===== src/hw/rtl/telnet_option_negotiator_assert.svh =====
// ---------------------------------------------------------------------------
// Telnet option negotiator assertion macros
// Shorthand for the concurrent checks at the end of the top level.
// ---------------------------------------------------------------------------
`ifndef TELNET_OPTION_NEGOTIATOR_ASSERT_SVH
`define TELNET_OPTION_NEGOTIATOR_ASSERT_SVH

// Same-cycle implication, checked outside reset
`define TON_ASSERT_IMP(label, ante, cons, msg) \
  label: assert property (@(posedge clk) disable iff (rst) (ante) |-> (cons)) \
    else $error(msg);

// Next-cycle implication, checked outside reset
`define TON_ASSERT_NXT(label, ante, cons, msg) \
  label: assert property (@(posedge clk) disable iff (rst) (ante) |=> (cons)) \
    else $error(msg);

`endif


===== src/hw/rtl/ton_pkg.sv =====
// ---------------------------------------------------------------------------
// Telnet option negotiator package
// Shared types, codes and lookup functions for the negotiator.
// ---------------------------------------------------------------------------
`timescale 1ns / 1ps

package ton_pkg;

  localparam int QUEUE_DEPTH = 2;
  localparam int CFG_ADDR_W  = 2;
  localparam int CFG_DATA_W  = 2;

  typedef enum logic [1:0] {
    CMD_RESET = 2'd0,
    CMD_SEND  = 2'd1,
    CMD_RECV  = 2'd2,
    CMD_NONE  = 2'd3
  } cmd_t;

  localparam logic [1:0] VERB_WILL = 2'd0;
  localparam logic [1:0] VERB_WONT = 2'd1;
  localparam logic [1:0] VERB_DO   = 2'd2;
  localparam logic [1:0] VERB_DONT = 2'd3;

  localparam logic [2:0] REQ_BETTERNOT = 3'd0;
  localparam logic [2:0] REQ_BETTER    = 3'd1;
  localparam logic [2:0] REQ_MUSTNOT   = 3'd2;
  localparam logic [2:0] REQ_MUST      = 3'd3;
  localparam logic [2:0] REQ_NEUTRAL   = 3'd4;

  localparam logic [2:0] ENT_BINARY  = 3'd0;
  localparam logic [2:0] ENT_ECHO    = 3'd1;
  localparam logic [2:0] ENT_SGA     = 3'd2;
  localparam logic [2:0] ENT_TTYPE   = 3'd3;
  localparam logic [2:0] ENT_DEFAULT = 3'd4;

  localparam logic [7:0] OPT_CODE_BINARY = 8'd0;
  localparam logic [7:0] OPT_CODE_ECHO   = 8'd1;
  localparam logic [7:0] OPT_CODE_SGA    = 8'd3;
  localparam logic [7:0] OPT_CODE_TTYPE  = 8'd24;

  localparam logic [CFG_ADDR_W-1:0] CFG_BINARY_LOCAL  = 2'd0;
  localparam logic [CFG_ADDR_W-1:0] CFG_BINARY_REMOTE = 2'd1;
  localparam logic [CFG_ADDR_W-1:0] CFG_LINE_MODE     = 2'd2;
  localparam logic [CFG_ADDR_W-1:0] CFG_TTYPE_REFUSE  = 2'd3;

  typedef struct packed {
    cmd_t       cmd;
    logic [1:0] verb;
    logic [7:0] option;
    logic [2:0] entry;
  } item_t;

  typedef struct packed {
    logic [1:0] binary_local_mode;
    logic [1:0] binary_remote_mode;
    logic [1:0] line_mode;
    logic       ttype_refuse;
  } cfg_t;

  typedef struct packed {
    logic full;
    logic empty;
  } qstat_t;

  function automatic logic [2:0] entry_of(input logic [7:0] opt);
    logic [2:0] e;
    case (opt)
      OPT_CODE_BINARY: e = ENT_BINARY;
      OPT_CODE_ECHO:   e = ENT_ECHO;
      OPT_CODE_SGA:    e = ENT_SGA;
      OPT_CODE_TTYPE:  e = ENT_TTYPE;
      default:         e = ENT_DEFAULT;
    endcase
    return e;
  endfunction

  function automatic logic [7:0] option_of(input logic [1:0] ent);
    logic [7:0] o;
    case (ent)
      2'd0:    o = OPT_CODE_BINARY;
      2'd1:    o = OPT_CODE_ECHO;
      2'd2:    o = OPT_CODE_SGA;
      default: o = OPT_CODE_TTYPE;
    endcase
    return o;
  endfunction

  function automatic logic [2:0] req_pos(input logic [1:0] mode);
    logic [2:0] r;
    case (mode)
      2'd0:    r = REQ_BETTERNOT;
      2'd1:    r = REQ_BETTER;
      2'd2:    r = REQ_MUSTNOT;
      default: r = REQ_MUST;
    endcase
    return r;
  endfunction

  function automatic logic [2:0] req_neg(input logic [1:0] mode);
    logic [2:0] r;
    case (mode)
      2'd0:    r = REQ_BETTER;
      2'd1:    r = REQ_BETTERNOT;
      2'd2:    r = REQ_MUST;
      default: r = REQ_MUSTNOT;
    endcase
    return r;
  endfunction

  function automatic logic wants_on(input logic [2:0] req);
    return (req == REQ_BETTER) || (req == REQ_MUST);
  endfunction

  function automatic logic wants_off(input logic [2:0] req);
    return (req == REQ_BETTERNOT) || (req == REQ_MUSTNOT);
  endfunction

  // WILL<->DO, WONT<->DONT
  function automatic logic [1:0] posi_verb(input logic [1:0] v);
    return v ^ 2'b10;
  endfunction

  // WILL->DONT, WONT->DO, DO->WONT, DONT->WILL
  function automatic logic [1:0] nega_verb(input logic [1:0] v);
    return v ^ 2'b11;
  endfunction

endpackage


===== src/hw/rtl/ton_front.sv =====
// ---------------------------------------------------------------------------
// Telnet option negotiator front end
// Accepts requests, decodes the option code to a table entry and queues them.
// ---------------------------------------------------------------------------
`timescale 1ns / 1ps

module ton_front (
  input  logic            in_valid,
  output logic            in_ready,
  input  logic [1:0]      cmd,
  input  logic [1:0]      verb,
  input  logic [7:0]      option,
  input  ton_pkg::qstat_t q_stat,
  output logic            push,
  output ton_pkg::item_t  push_data
);

  assign in_ready = !q_stat.full;
  assign push     = in_valid && !q_stat.full;

  always_comb begin
    push_data.cmd    = ton_pkg::cmd_t'(cmd);
    push_data.verb   = verb;
    push_data.option = option;
    push_data.entry  = ton_pkg::entry_of(option);
  end

endmodule


===== src/hw/rtl/ton_queue.sv =====
// ---------------------------------------------------------------------------
// Telnet option negotiator request queue
// Small FIFO between the front end and the back end.
// ---------------------------------------------------------------------------
`timescale 1ns / 1ps

module ton_queue #(
  parameter int DEPTH = ton_pkg::QUEUE_DEPTH
) (
  input  logic            clk,
  input  logic            rst,
  input  logic            push,
  input  ton_pkg::item_t  push_data,
  input  logic            pop,
  output ton_pkg::item_t  pop_data,
  output ton_pkg::qstat_t stat
);

  localparam int PTR_W = (DEPTH > 1) ? $clog2(DEPTH) : 1;
  localparam int CNT_W = $clog2(DEPTH + 1);
  localparam logic [PTR_W-1:0] LAST_PTR = PTR_W'(DEPTH - 1);
  localparam logic [CNT_W-1:0] FULL_CNT = CNT_W'(DEPTH);

  ton_pkg::item_t   slots [DEPTH];
  logic [PTR_W-1:0] wr_ptr;
  logic [PTR_W-1:0] rd_ptr;
  logic [CNT_W-1:0] count;

  assign stat.full  = (count == FULL_CNT);
  assign stat.empty = (count == '0);
  assign pop_data   = slots[rd_ptr];

  always_ff @(posedge clk) begin
    if (push) begin
      slots[wr_ptr] <= push_data;
    end
  end

  always_ff @(posedge clk) begin
    if (rst) begin
      wr_ptr <= '0;
      rd_ptr <= '0;
      count  <= '0;
    end else begin
      if (push) begin
        wr_ptr <= (wr_ptr == LAST_PTR) ? '0 : wr_ptr + 1'b1;
      end
      if (pop) begin
        rd_ptr <= (rd_ptr == LAST_PTR) ? '0 : rd_ptr + 1'b1;
      end
      if (push && !pop) begin
        count <= count + 1'b1;
      end else if (pop && !push) begin
        count <= count - 1'b1;
      end
    end
  end

endmodule


===== src/hw/rtl/ton_back.sv =====
// ---------------------------------------------------------------------------
// Telnet option negotiator back end
// Holds the option table, carries out queued requests and drives the result
// register.
// ---------------------------------------------------------------------------
`timescale 1ns / 1ps

module ton_back (
  input  logic           clk,
  input  logic           rst,
  input  ton_pkg::cfg_t  cfg,
  input  logic           q_valid,
  input  ton_pkg::item_t q_data,
  output logic           pop,
  output logic           out_valid,
  input  logic           out_ready,
  output logic           reply_valid,
  output logic [1:0]     reply_verb,
  output logic [7:0]     reply_option,
  output logic           refused,
  output logic           binary_send,
  output logic           binary_receive,
  output logic           sga_active,
  output logic           last
);

  typedef enum logic [1:0] {
    ST_IDLE = 2'b01,
    ST_WALK = 2'b10
  } state_t;

  state_t     state, state_next;
  logic [4:0] en_l, en_l_next, en_r, en_r_next;
  logic [4:0] pd_l, pd_l_next, pd_r, pd_r_next;
  logic [2:0] lreq_bin, lreq_bin_next, rreq_bin, rreq_bin_next;
  logic [2:0] rreq_echo, rreq_echo_next, rreq_sga, rreq_sga_next;
  logic [2:0] lreq_tt, lreq_tt_next;
  logic [7:0] walk_mask, walk_mask_next;

  logic       can_load;
  logic       load;
  logic       res_valid, res_refused, res_last;
  logic [1:0] res_verb;
  logic [7:0] res_option;

  logic [2:0] lr_new [4];
  logic [2:0] rr_new [4];
  logic [7:0] send_mask;
  logic [2:0] walk_k;
  logic [7:0] walk_rest;

  logic       rx_remote, rx_want, rx_en, rx_pd, rx_en_n, rx_pd_n;
  logic [2:0] rx_req, rx_must_neg, rx_better_neg;

  assign can_load = !out_valid || out_ready;
  assign pop      = (state == ST_IDLE) && q_valid && can_load;

  // Requirements after a send-requests load, and the sides to ask for
  always_comb begin
    lr_new[0] = ton_pkg::req_pos(cfg.binary_local_mode);
    lr_new[1] = ton_pkg::REQ_MUSTNOT;
    lr_new[2] = ton_pkg::REQ_BETTER;
    lr_new[3] = cfg.ttype_refuse ? ton_pkg::REQ_MUSTNOT : ton_pkg::REQ_NEUTRAL;
    rr_new[0] = ton_pkg::req_pos(cfg.binary_remote_mode);
    rr_new[1] = ton_pkg::req_neg(cfg.line_mode);
    rr_new[2] = ton_pkg::req_neg(cfg.line_mode);
    rr_new[3] = ton_pkg::REQ_MUSTNOT;
    for (int i = 0; i < 4; i++) begin
      send_mask[2*i]   = (ton_pkg::wants_off(lr_new[i]) && en_l[i]) ||
                         (ton_pkg::wants_on(lr_new[i]) && !en_l[i]);
      send_mask[2*i+1] = (ton_pkg::wants_off(rr_new[i]) && en_r[i]) ||
                         (ton_pkg::wants_on(rr_new[i]) && !en_r[i]);
    end
  end

  // Lowest pending side of the walk
  always_comb begin
    walk_k = '0;
    for (int i = 7; i >= 0; i--) begin
      if (walk_mask[i]) begin
        walk_k = 3'(i);
      end
    end
    walk_rest = walk_mask & ~(8'b1 << walk_k);
  end

  // Received command on the side it addresses
  always_comb begin
    rx_remote     = !q_data.verb[1];
    rx_want       = !q_data.verb[0];
    rx_must_neg   = rx_want ? ton_pkg::REQ_MUSTNOT : ton_pkg::REQ_MUST;
    rx_better_neg = rx_want ? ton_pkg::REQ_BETTERNOT : ton_pkg::REQ_BETTER;
    rx_en         = rx_remote ? en_r[q_data.entry] : en_l[q_data.entry];
    rx_pd         = rx_remote ? pd_r[q_data.entry] : pd_l[q_data.entry];
    if (rx_remote) begin
      case (q_data.entry)
        ton_pkg::ENT_BINARY: rx_req = rreq_bin;
        ton_pkg::ENT_ECHO:   rx_req = rreq_echo;
        ton_pkg::ENT_SGA:    rx_req = rreq_sga;
        default:             rx_req = ton_pkg::REQ_MUSTNOT;
      endcase
    end else begin
      case (q_data.entry)
        ton_pkg::ENT_BINARY: rx_req = lreq_bin;
        ton_pkg::ENT_ECHO:   rx_req = ton_pkg::REQ_MUSTNOT;
        ton_pkg::ENT_SGA:    rx_req = ton_pkg::REQ_BETTER;
        ton_pkg::ENT_TTYPE:  rx_req = lreq_tt;
        default:             rx_req = ton_pkg::REQ_MUSTNOT;
      endcase
    end
  end

  always_comb begin
    state_next     = state;
    en_l_next      = en_l;
    en_r_next      = en_r;
    pd_l_next      = pd_l;
    pd_r_next      = pd_r;
    lreq_bin_next  = lreq_bin;
    rreq_bin_next  = rreq_bin;
    rreq_echo_next = rreq_echo;
    rreq_sga_next  = rreq_sga;
    lreq_tt_next   = lreq_tt;
    walk_mask_next = walk_mask;
    load           = 1'b0;
    res_valid      = 1'b0;
    res_verb       = ton_pkg::VERB_WILL;
    res_option     = '0;
    res_refused    = 1'b0;
    res_last       = 1'b1;
    rx_en_n        = rx_en;
    rx_pd_n        = rx_pd;

    case (state)
      ST_IDLE: begin
        if (pop) begin
          case (q_data.cmd)
            ton_pkg::CMD_RESET: begin
              en_l_next = '0;
              en_r_next = '0;
              pd_l_next = '0;
              pd_r_next = '0;
              load      = 1'b1;
            end
            ton_pkg::CMD_SEND: begin
              lreq_bin_next  = lr_new[0];
              rreq_bin_next  = rr_new[0];
              rreq_echo_next = rr_new[1];
              rreq_sga_next  = rr_new[2];
              lreq_tt_next   = lr_new[3];
              for (int i = 0; i < 4; i++) begin
                pd_l_next[i] = pd_l[i] | send_mask[2*i];
                pd_r_next[i] = pd_r[i] | send_mask[2*i+1];
              end
              if (send_mask == '0) begin
                load = 1'b1;
              end else begin
                walk_mask_next = send_mask;
                state_next     = ST_WALK;
              end
            end
            ton_pkg::CMD_RECV: begin
              load = 1'b1;
              if (rx_req == rx_must_neg || rx_req == rx_better_neg) begin
                if (rx_pd) begin
                  rx_pd_n = 1'b0;
                  if (rx_req == rx_must_neg) begin
                    res_refused = 1'b1;
                  end else if (rx_en != rx_want) begin
                    rx_en_n   = rx_want;
                    res_valid = 1'b1;
                    res_verb  = ton_pkg::posi_verb(q_data.verb);
                  end
                end else begin
                  res_valid = 1'b1;
                  res_verb  = ton_pkg::nega_verb(q_data.verb);
                end
              end else begin
                if (rx_pd) begin
                  rx_pd_n = 1'b0;
                end else if (rx_en != rx_want) begin
                  res_valid = 1'b1;
                  res_verb  = ton_pkg::posi_verb(q_data.verb);
                end
                rx_en_n = rx_want;
              end
              if (res_valid) begin
                res_option = q_data.option;
              end
              if (rx_remote) begin
                en_r_next[q_data.entry] = rx_en_n;
                pd_r_next[q_data.entry] = rx_pd_n;
              end else begin
                en_l_next[q_data.entry] = rx_en_n;
                pd_l_next[q_data.entry] = rx_pd_n;
              end
            end
            default: begin
              load = 1'b1;
            end
          endcase
        end
      end
      ST_WALK: begin
        if (can_load) begin
          load       = 1'b1;
          res_valid  = 1'b1;
          res_option = ton_pkg::option_of(walk_k[2:1]);
          if (walk_k[0]) begin
            res_verb = en_r[walk_k[2:1]] ? ton_pkg::VERB_DONT : ton_pkg::VERB_DO;
          end else begin
            res_verb = en_l[walk_k[2:1]] ? ton_pkg::VERB_WONT : ton_pkg::VERB_WILL;
          end
          res_last       = (walk_rest == '0);
          walk_mask_next = walk_rest;
          if (walk_rest == '0) begin
            state_next = ST_IDLE;
          end
        end
      end
      default: begin
        state_next = ST_IDLE;
      end
    endcase
  end

  always_ff @(posedge clk) begin
    if (rst) begin
      state     <= ST_IDLE;
      out_valid <= 1'b0;
      en_l      <= '0;
      en_r      <= '0;
      pd_l      <= '0;
      pd_r      <= '0;
      lreq_bin  <= ton_pkg::REQ_BETTER;
      rreq_bin  <= ton_pkg::REQ_BETTER;
      rreq_echo <= ton_pkg::REQ_BETTER;
      rreq_sga  <= ton_pkg::REQ_MUST;
      lreq_tt   <= ton_pkg::REQ_NEUTRAL;
      walk_mask <= '0;
    end else begin
      state     <= state_next;
      en_l      <= en_l_next;
      en_r      <= en_r_next;
      pd_l      <= pd_l_next;
      pd_r      <= pd_r_next;
      lreq_bin  <= lreq_bin_next;
      rreq_bin  <= rreq_bin_next;
      rreq_echo <= rreq_echo_next;
      rreq_sga  <= rreq_sga_next;
      lreq_tt   <= lreq_tt_next;
      walk_mask <= walk_mask_next;
      if (load) begin
        out_valid <= 1'b1;
      end else if (out_ready) begin
        out_valid <= 1'b0;
      end
    end
  end

  // Status bits show the table after the request has been handled
  always_ff @(posedge clk) begin
    if (load) begin
      reply_valid    <= res_valid;
      reply_verb     <= res_verb;
      reply_option   <= res_option;
      refused        <= res_refused;
      last           <= res_last;
      binary_send    <= en_l_next[ton_pkg::ENT_BINARY];
      binary_receive <= en_r_next[ton_pkg::ENT_BINARY];
      sga_active     <= en_r_next[ton_pkg::ENT_SGA];
    end
  end

endmodule


===== src/hw/rtl/telnet_option_negotiator.sv =====
// ---------------------------------------------------------------------------
// Telnet option negotiator
// Requests enter through a small queue and reach the back end one at a time.
// A reset or received-command request gives one result in the cycle after it
// leaves the queue. A send-requests request first loads the requirements and
// then gives one result per WILL/WONT/DO/DONT issued (up to eight), waiting
// while the receiver stalls, since the back end walks the option sides one at
// a time into a single result register; with nothing to ask it gives one
// empty result. A request is written into the queue before it starts.
// ---------------------------------------------------------------------------
`timescale 1ns / 1ps

module telnet_option_negotiator #(
  parameter int QUEUE_DEPTH = ton_pkg::QUEUE_DEPTH
) (
  input  logic                           clk,
  input  logic                           rst,
  input  logic                           cfg_we,
  input  logic [ton_pkg::CFG_ADDR_W-1:0] cfg_addr,
  input  logic [ton_pkg::CFG_DATA_W-1:0] cfg_data,
  input  logic                           in_valid,
  output logic                           in_ready,
  input  logic [1:0]                     cmd,
  input  logic [1:0]                     verb,
  input  logic [7:0]                     option,
  output logic                           out_valid,
  input  logic                           out_ready,
  output logic                           reply_valid,
  output logic [1:0]                     reply_verb,
  output logic [7:0]                     reply_option,
  output logic                           refused,
  output logic                           binary_send,
  output logic                           binary_receive,
  output logic                           sga_active,
  output logic                           last
);

`include "telnet_option_negotiator_assert.svh"

  ton_pkg::cfg_t   cfg;
  ton_pkg::qstat_t q_stat;
  ton_pkg::item_t  push_data;
  ton_pkg::item_t  pop_data;
  logic            push;
  logic            pop;

  always_ff @(posedge clk) begin
    if (rst) begin
      cfg.binary_local_mode  <= 2'd1;
      cfg.binary_remote_mode <= 2'd1;
      cfg.line_mode          <= 2'd0;
      cfg.ttype_refuse       <= 1'b0;
    end else if (cfg_we) begin
      case (cfg_addr)
        ton_pkg::CFG_BINARY_LOCAL:  cfg.binary_local_mode  <= cfg_data[1:0];
        ton_pkg::CFG_BINARY_REMOTE: cfg.binary_remote_mode <= cfg_data[1:0];
        ton_pkg::CFG_LINE_MODE:     cfg.line_mode          <= cfg_data[1:0];
        ton_pkg::CFG_TTYPE_REFUSE:  cfg.ttype_refuse       <= cfg_data[0];
        default: ;
      endcase
    end
  end

  ton_front u_front (
    .in_valid  (in_valid),
    .in_ready  (in_ready),
    .cmd       (cmd),
    .verb      (verb),
    .option    (option),
    .q_stat    (q_stat),
    .push      (push),
    .push_data (push_data)
  );

  ton_queue #(
    .DEPTH (QUEUE_DEPTH)
  ) u_queue (
    .clk       (clk),
    .rst       (rst),
    .push      (push),
    .push_data (push_data),
    .pop       (pop),
    .pop_data  (pop_data),
    .stat      (q_stat)
  );

  ton_back u_back (
    .clk            (clk),
    .rst            (rst),
    .cfg            (cfg),
    .q_valid        (!q_stat.empty),
    .q_data         (pop_data),
    .pop            (pop),
    .out_valid      (out_valid),
    .out_ready      (out_ready),
    .reply_valid    (reply_valid),
    .reply_verb     (reply_verb),
    .reply_option   (reply_option),
    .refused        (refused),
    .binary_send    (binary_send),
    .binary_receive (binary_receive),
    .sga_active     (sga_active),
    .last           (last)
  );

  `TON_ASSERT_IMP(a_full_blocks_input, q_stat.full, !in_ready, "request taken while queue full")
  `TON_ASSERT_NXT(a_push_fills_queue, push && q_stat.empty, !q_stat.empty, "queued request lost")
  `TON_ASSERT_IMP(a_refusal_silent, out_valid && refused, !reply_valid, "refusal carries a reply")
  `TON_ASSERT_IMP(a_empty_reply_clear, out_valid && !reply_valid, reply_option == 8'd0 && reply_verb == ton_pkg::VERB_WILL, "empty result has reply fields set")

endmodule


===== config.mk =====
export PLATFORM = sky130hd
export DESIGN_NAME = telnet_option_negotiator
export DESIGN_NICKNAME = d
export VERILOG_FILES = /design/src/hw/rtl/ton_pkg.sv /design/src/hw/rtl/ton_front.sv /design/src/hw/rtl/ton_queue.sv /design/src/hw/rtl/ton_back.sv /design/src/hw/rtl/telnet_option_negotiator.sv
export VERILOG_INCLUDE_DIRS = /design/src /design/src/hw/rtl
export SDC_FILE = /design/constraint.sdc
export NUM_CORES = 1
export LEC_CHECK = 0
export ABC_AREA = 0
export BUFFER_PORTS_ARGS = -buffer_cell sky130_fd_sc_hd__buf_2
export CAP_MARGIN = 10
export CORE_ASPECT_RATIO = 1.1
export CORE_MARGIN = 5
export CORE_UTILIZATION = 40
export CTS_BUF_LIST = sky130_fd_sc_hd__clkbuf_8 sky130_fd_sc_hd__clkbuf_16
export DETAILED_ROUTE_END_ITERATION = 8
export GPL_ROUTABILITY_DRIVEN = 1
export PLACE_DENSITY = 0.58
export SLEW_MARGIN = 20
export SYNTH_ARGS = -nofsm -noshare
export SYNTH_HDL_FRONTEND = slang
export SYNTH_SLANG_ARGS = --single-unit

===== constraint.sdc =====
create_clock -name clk -period 3 [get_ports clk]
set_input_delay 0 -clock clk [delete_from_list [all_inputs] [get_ports clk]]
set_output_delay 0 -clock clk [all_outputs]
set_load 0.03 [all_outputs]

==> impl_metrics.env <==
export IMPL_fillers=1118
export IMPL_num_antenna_cells=0
export IMPL_ioPinCount=39
export IMPL_crit_chain="mux2_4 > mux4_2 > a221oi_2 > nor2_1 > ha_1 > a311oi_2 > o2bb2ai_1 > a21o_1 > o32ai_1"
export IMPL_drive_gt1_share_pct=20.89
export IMPL_dieHeight_um=126.7
export IMPL_synth_edf_count=46
export IMPL_arrival_ps=3060
export IMPL_setup_worst_path_class="flip-flop to flip-flop"
export IMPL_cts_setup_buffers=0
export IMPL_syn_num_nets=512
export IMPL_nNetsFinal=585
export IMPL_synth_yosys_warnings=0
export IMPL_clock_skew_ps=6.983
export IMPL_io_buffer_count=38
export IMPL_clockBufferDepth=2
export IMPL_vias_per_cell=5.604
export IMPL_cp_end_kind="flip-flop"
export IMPL_postSynthCellCount=482
export IMPL_synthToLayoutAreaGrowth_pct=20.86
export IMPL_ys_seq_elements=98
export IMPL_power_density_mw_per_mm2=841.8
export IMPL_die_area_sq_mm=0.01472
export IMPL_cpMaxStageDelayCell="mux4_2"
export IMPL_slew_headroom_pct=52.44
export IMPL_root_buffer="clkbuf_16"
export IMPL_clock_sinks=98
export IMPL_slew_viol_final=0
export IMPL_dp_cells=684
export IMPL_seq_area_frac_synth_pct=48.89
export IMPL_detail_route_wl_per_cell_um=17.84
export IMPL_cellLeakagePower_nw=2.243
export IMPL_rows=42
export IMPL_grt_pass1_wl_um=19910
export IMPL_syn_area_per_cell_sq_um=10.28
export IMPL_final_hold_viol_count=0
export IMPL_cts_buffers=9
export IMPL_hold_class="input port to flip-flop"
export IMPL_tritoncts="yes"
export IMPL_final_cell_mix="51 x nor2_1, 51 x dfxtp_1, 46 x edfxtp_1"
export IMPL_grt_usage_pct=17.46
export IMPL_finalWirelength_um=12740
export IMPL_finalCritPeriodShare_pct=96.14
export IMPL_worst_slew_pin_slew_ps=713.4
export IMPL_total_power_mw=5.041
export IMPL_path_buf_inv=0
export IMPL_crit_path_max_incr_delay_ps=440
export IMPL_max_clock_freq_mhz=346.7
export IMPL_grt_max_degree=64
export IMPL_fin_util_pct=49.54
export IMPL_vias=4001
export IMPL_drt_first_iter_violations=302
export IMPL_ys_async_sr_fraction_pct=0
export IMPL_synth_top_area_share_pct=27.88
export IMPL_htreeDepth=3
export IMPL_setup_violations_final=0
export IMPL_final_cells=714
export IMPL_core_area_sq_mm=0.01209
export IMPL_yosysUniqueCellTypes=63
export IMPL_path_delay_family="compound AO/OA/AOI/OAI gates"
export IMPL_yosys_most_used_dff="dfxtp_1"
export IMPL_ant_nets=0
export IMPL_required_ps=3170
export IMPL_drc=0
export IMPL_place_gp_congestion=0.9123
export IMPL_maxCapViolCount=0
export IMPL_yosysTopAreaCell="edfxtp_1"
export IMPL_first_global_vias=3806
export IMPL_worst_setup_path_start_kind="flip-flop"
export IMPL_ir_drop_uv=421.3
export IMPL_grt_overflow=0
export IMPL_status="finished, final reports clean"
export IMPL_cp_max_fo=6
export IMPL_synthTopCellsByArea="edfxtp_1 28%, dfxtp_1 21%, nor2_1 3.9%"
export IMPL_period_minus_slack_ps=2884
export IMPL_die_w_um=116.1
export IMPL_insertion_delay_ps=340
export IMPL_clkTransAtPathRegs_ps=70
export IMPL_min_from="cfg_addr[1]"
export IMPL_drtPass1Iterations=5
export IMPL_antenna_found_initial=0
export IMPL_netlist_area_sq_mm=0.004955
export IMPL_fin_hold_ws_ps=30.41
export IMPL_dp_final_hpwl_um=9408
export IMPL_start_util_pct=40.99
==> metal layers <==
| metal | share of wire, % | vias up | track usage (%) |
|---|---|---|---|
| met2 | 48 | 93 | 27.19 |
| met1 | 45 | 1931 | 24.34 |
| met4 | 2.2 | 0 | 7.167 |
| met5 | 0 | - | 0 |
| met3 | 4.7 | 20 | 2.477 |
| li1 | - | 1957 | - |
==> timing repair <==
item / CTS / global route
gates cloned: 0 / 0
gates resized for setup: 1 / 8
hold endpoints to repair: 31 / 0
endpoints found under the setup margin: 4 / 15
pin swaps: 0 / 1
hold buffers: 14 / 0
==> final timing paths <==
check | end | slack (ps) | cells after the start
max | u_back.reply_option[0]$_DFFE_PP_ | 120 | 9
min | cfg[0]$_SDFFE_PP0P_ | 30 | 4
max reg2reg | u_back.reply_option[0]$_DFFE_PP_ | 120 | 9
min reg2reg | u_back.pd_l[4]$_SDFFE_PP0P_ | 450 | 2
==> logic make-up (layout without fill, tap and decap cells) <==
family,count (synthesis),count (layout),synth area share (%)
buf+inv,32,110,2.980
mux,36,36,8.636
xor+xnor,10,10,1.768
simple gates,171,171,17.32
flops,98,98,48.89
fa+ha+maj,10,10,2.475
compound gates,125,125,17.93
==> layout make-up <==
| class | count | area, sq um | area share [%] |
|---|---|---|---|
| Tap cell | 154 | 192.7 | 3.218 |
| Inverter | 15 | 56.30 | 0.9402 |
| Clock buffer | 9 | 225.2 | 3.761 |
| Sequential cell | 98 | 2424 | 40.47 |
| Timing Repair Buffer | 79 | 539.3 | 9.005 |
| Clock inverter | 7 | 115.1 | 1.922 |
| Multi-Input combinational cell | 352 | 2436 | 40.68 |
==> Yosys cell counts (all sizes together), types with 3 or more instances <==
master   n
a211o    5
a211oi   3
a21o     5
a21oi   35
a221oi   3
a22o     4
a22oi    6
buf      5
clkbuf  12
dfxtp   52
edfxtp  46
ha       9
inv     15
mux2    12
mux2i   21
mux4     3
nand2   36
nand2b  14
nand3    8
nand3b  11
nor2    51
nor2b    5
nor3    20
nor3b    6
o21ai   25
o22ai    3
o31ai    6
o32ai    5
o41ai   10
or2      3
or3      5
or4      3
xnor2    5
xor2     5
==> registers in the layout, summed over array words and instances (netlist names), 5 cells and up, named ones only <==
| name | cells |
|---|---|
| cfg | 7 |
| u_back.en_l | 5 |
| u_back.walk_mask | 8 |
| u_queue.slots | 30 |
| u_back.en_r | 5 |
| u_back.pd_r | 5 |
| u_back.reply_option | 8 |
| u_back.pd_l | 5 |
==> per-stage QoR <==
stage,instance area [sq um],worst slack [ps],setup TNS (ps)
4_1_cts,5946,19.35,0
3_3_place_gp,5461,136.0,0
2_1_floorplan,4967,50.78,0
3_5_place_dp,5461,18.29,0
5_1_grt,5988,-46.75,-46.75
6_report,5988,115.7,0
==> power breakdown <==
group	internal (mW)	switching, mW
combinational	0.702	1.24
clock	0.813	0.497
sequential	1.67	0.123
total	3.18	1.86
==> tightest hold or removal path: stages <==
cell and delay, ps:
buf_2 120, nand3_1 80, mux2i_1 70, nor2_1 70
No activity file was read; power rests on OpenSTA's default activity.
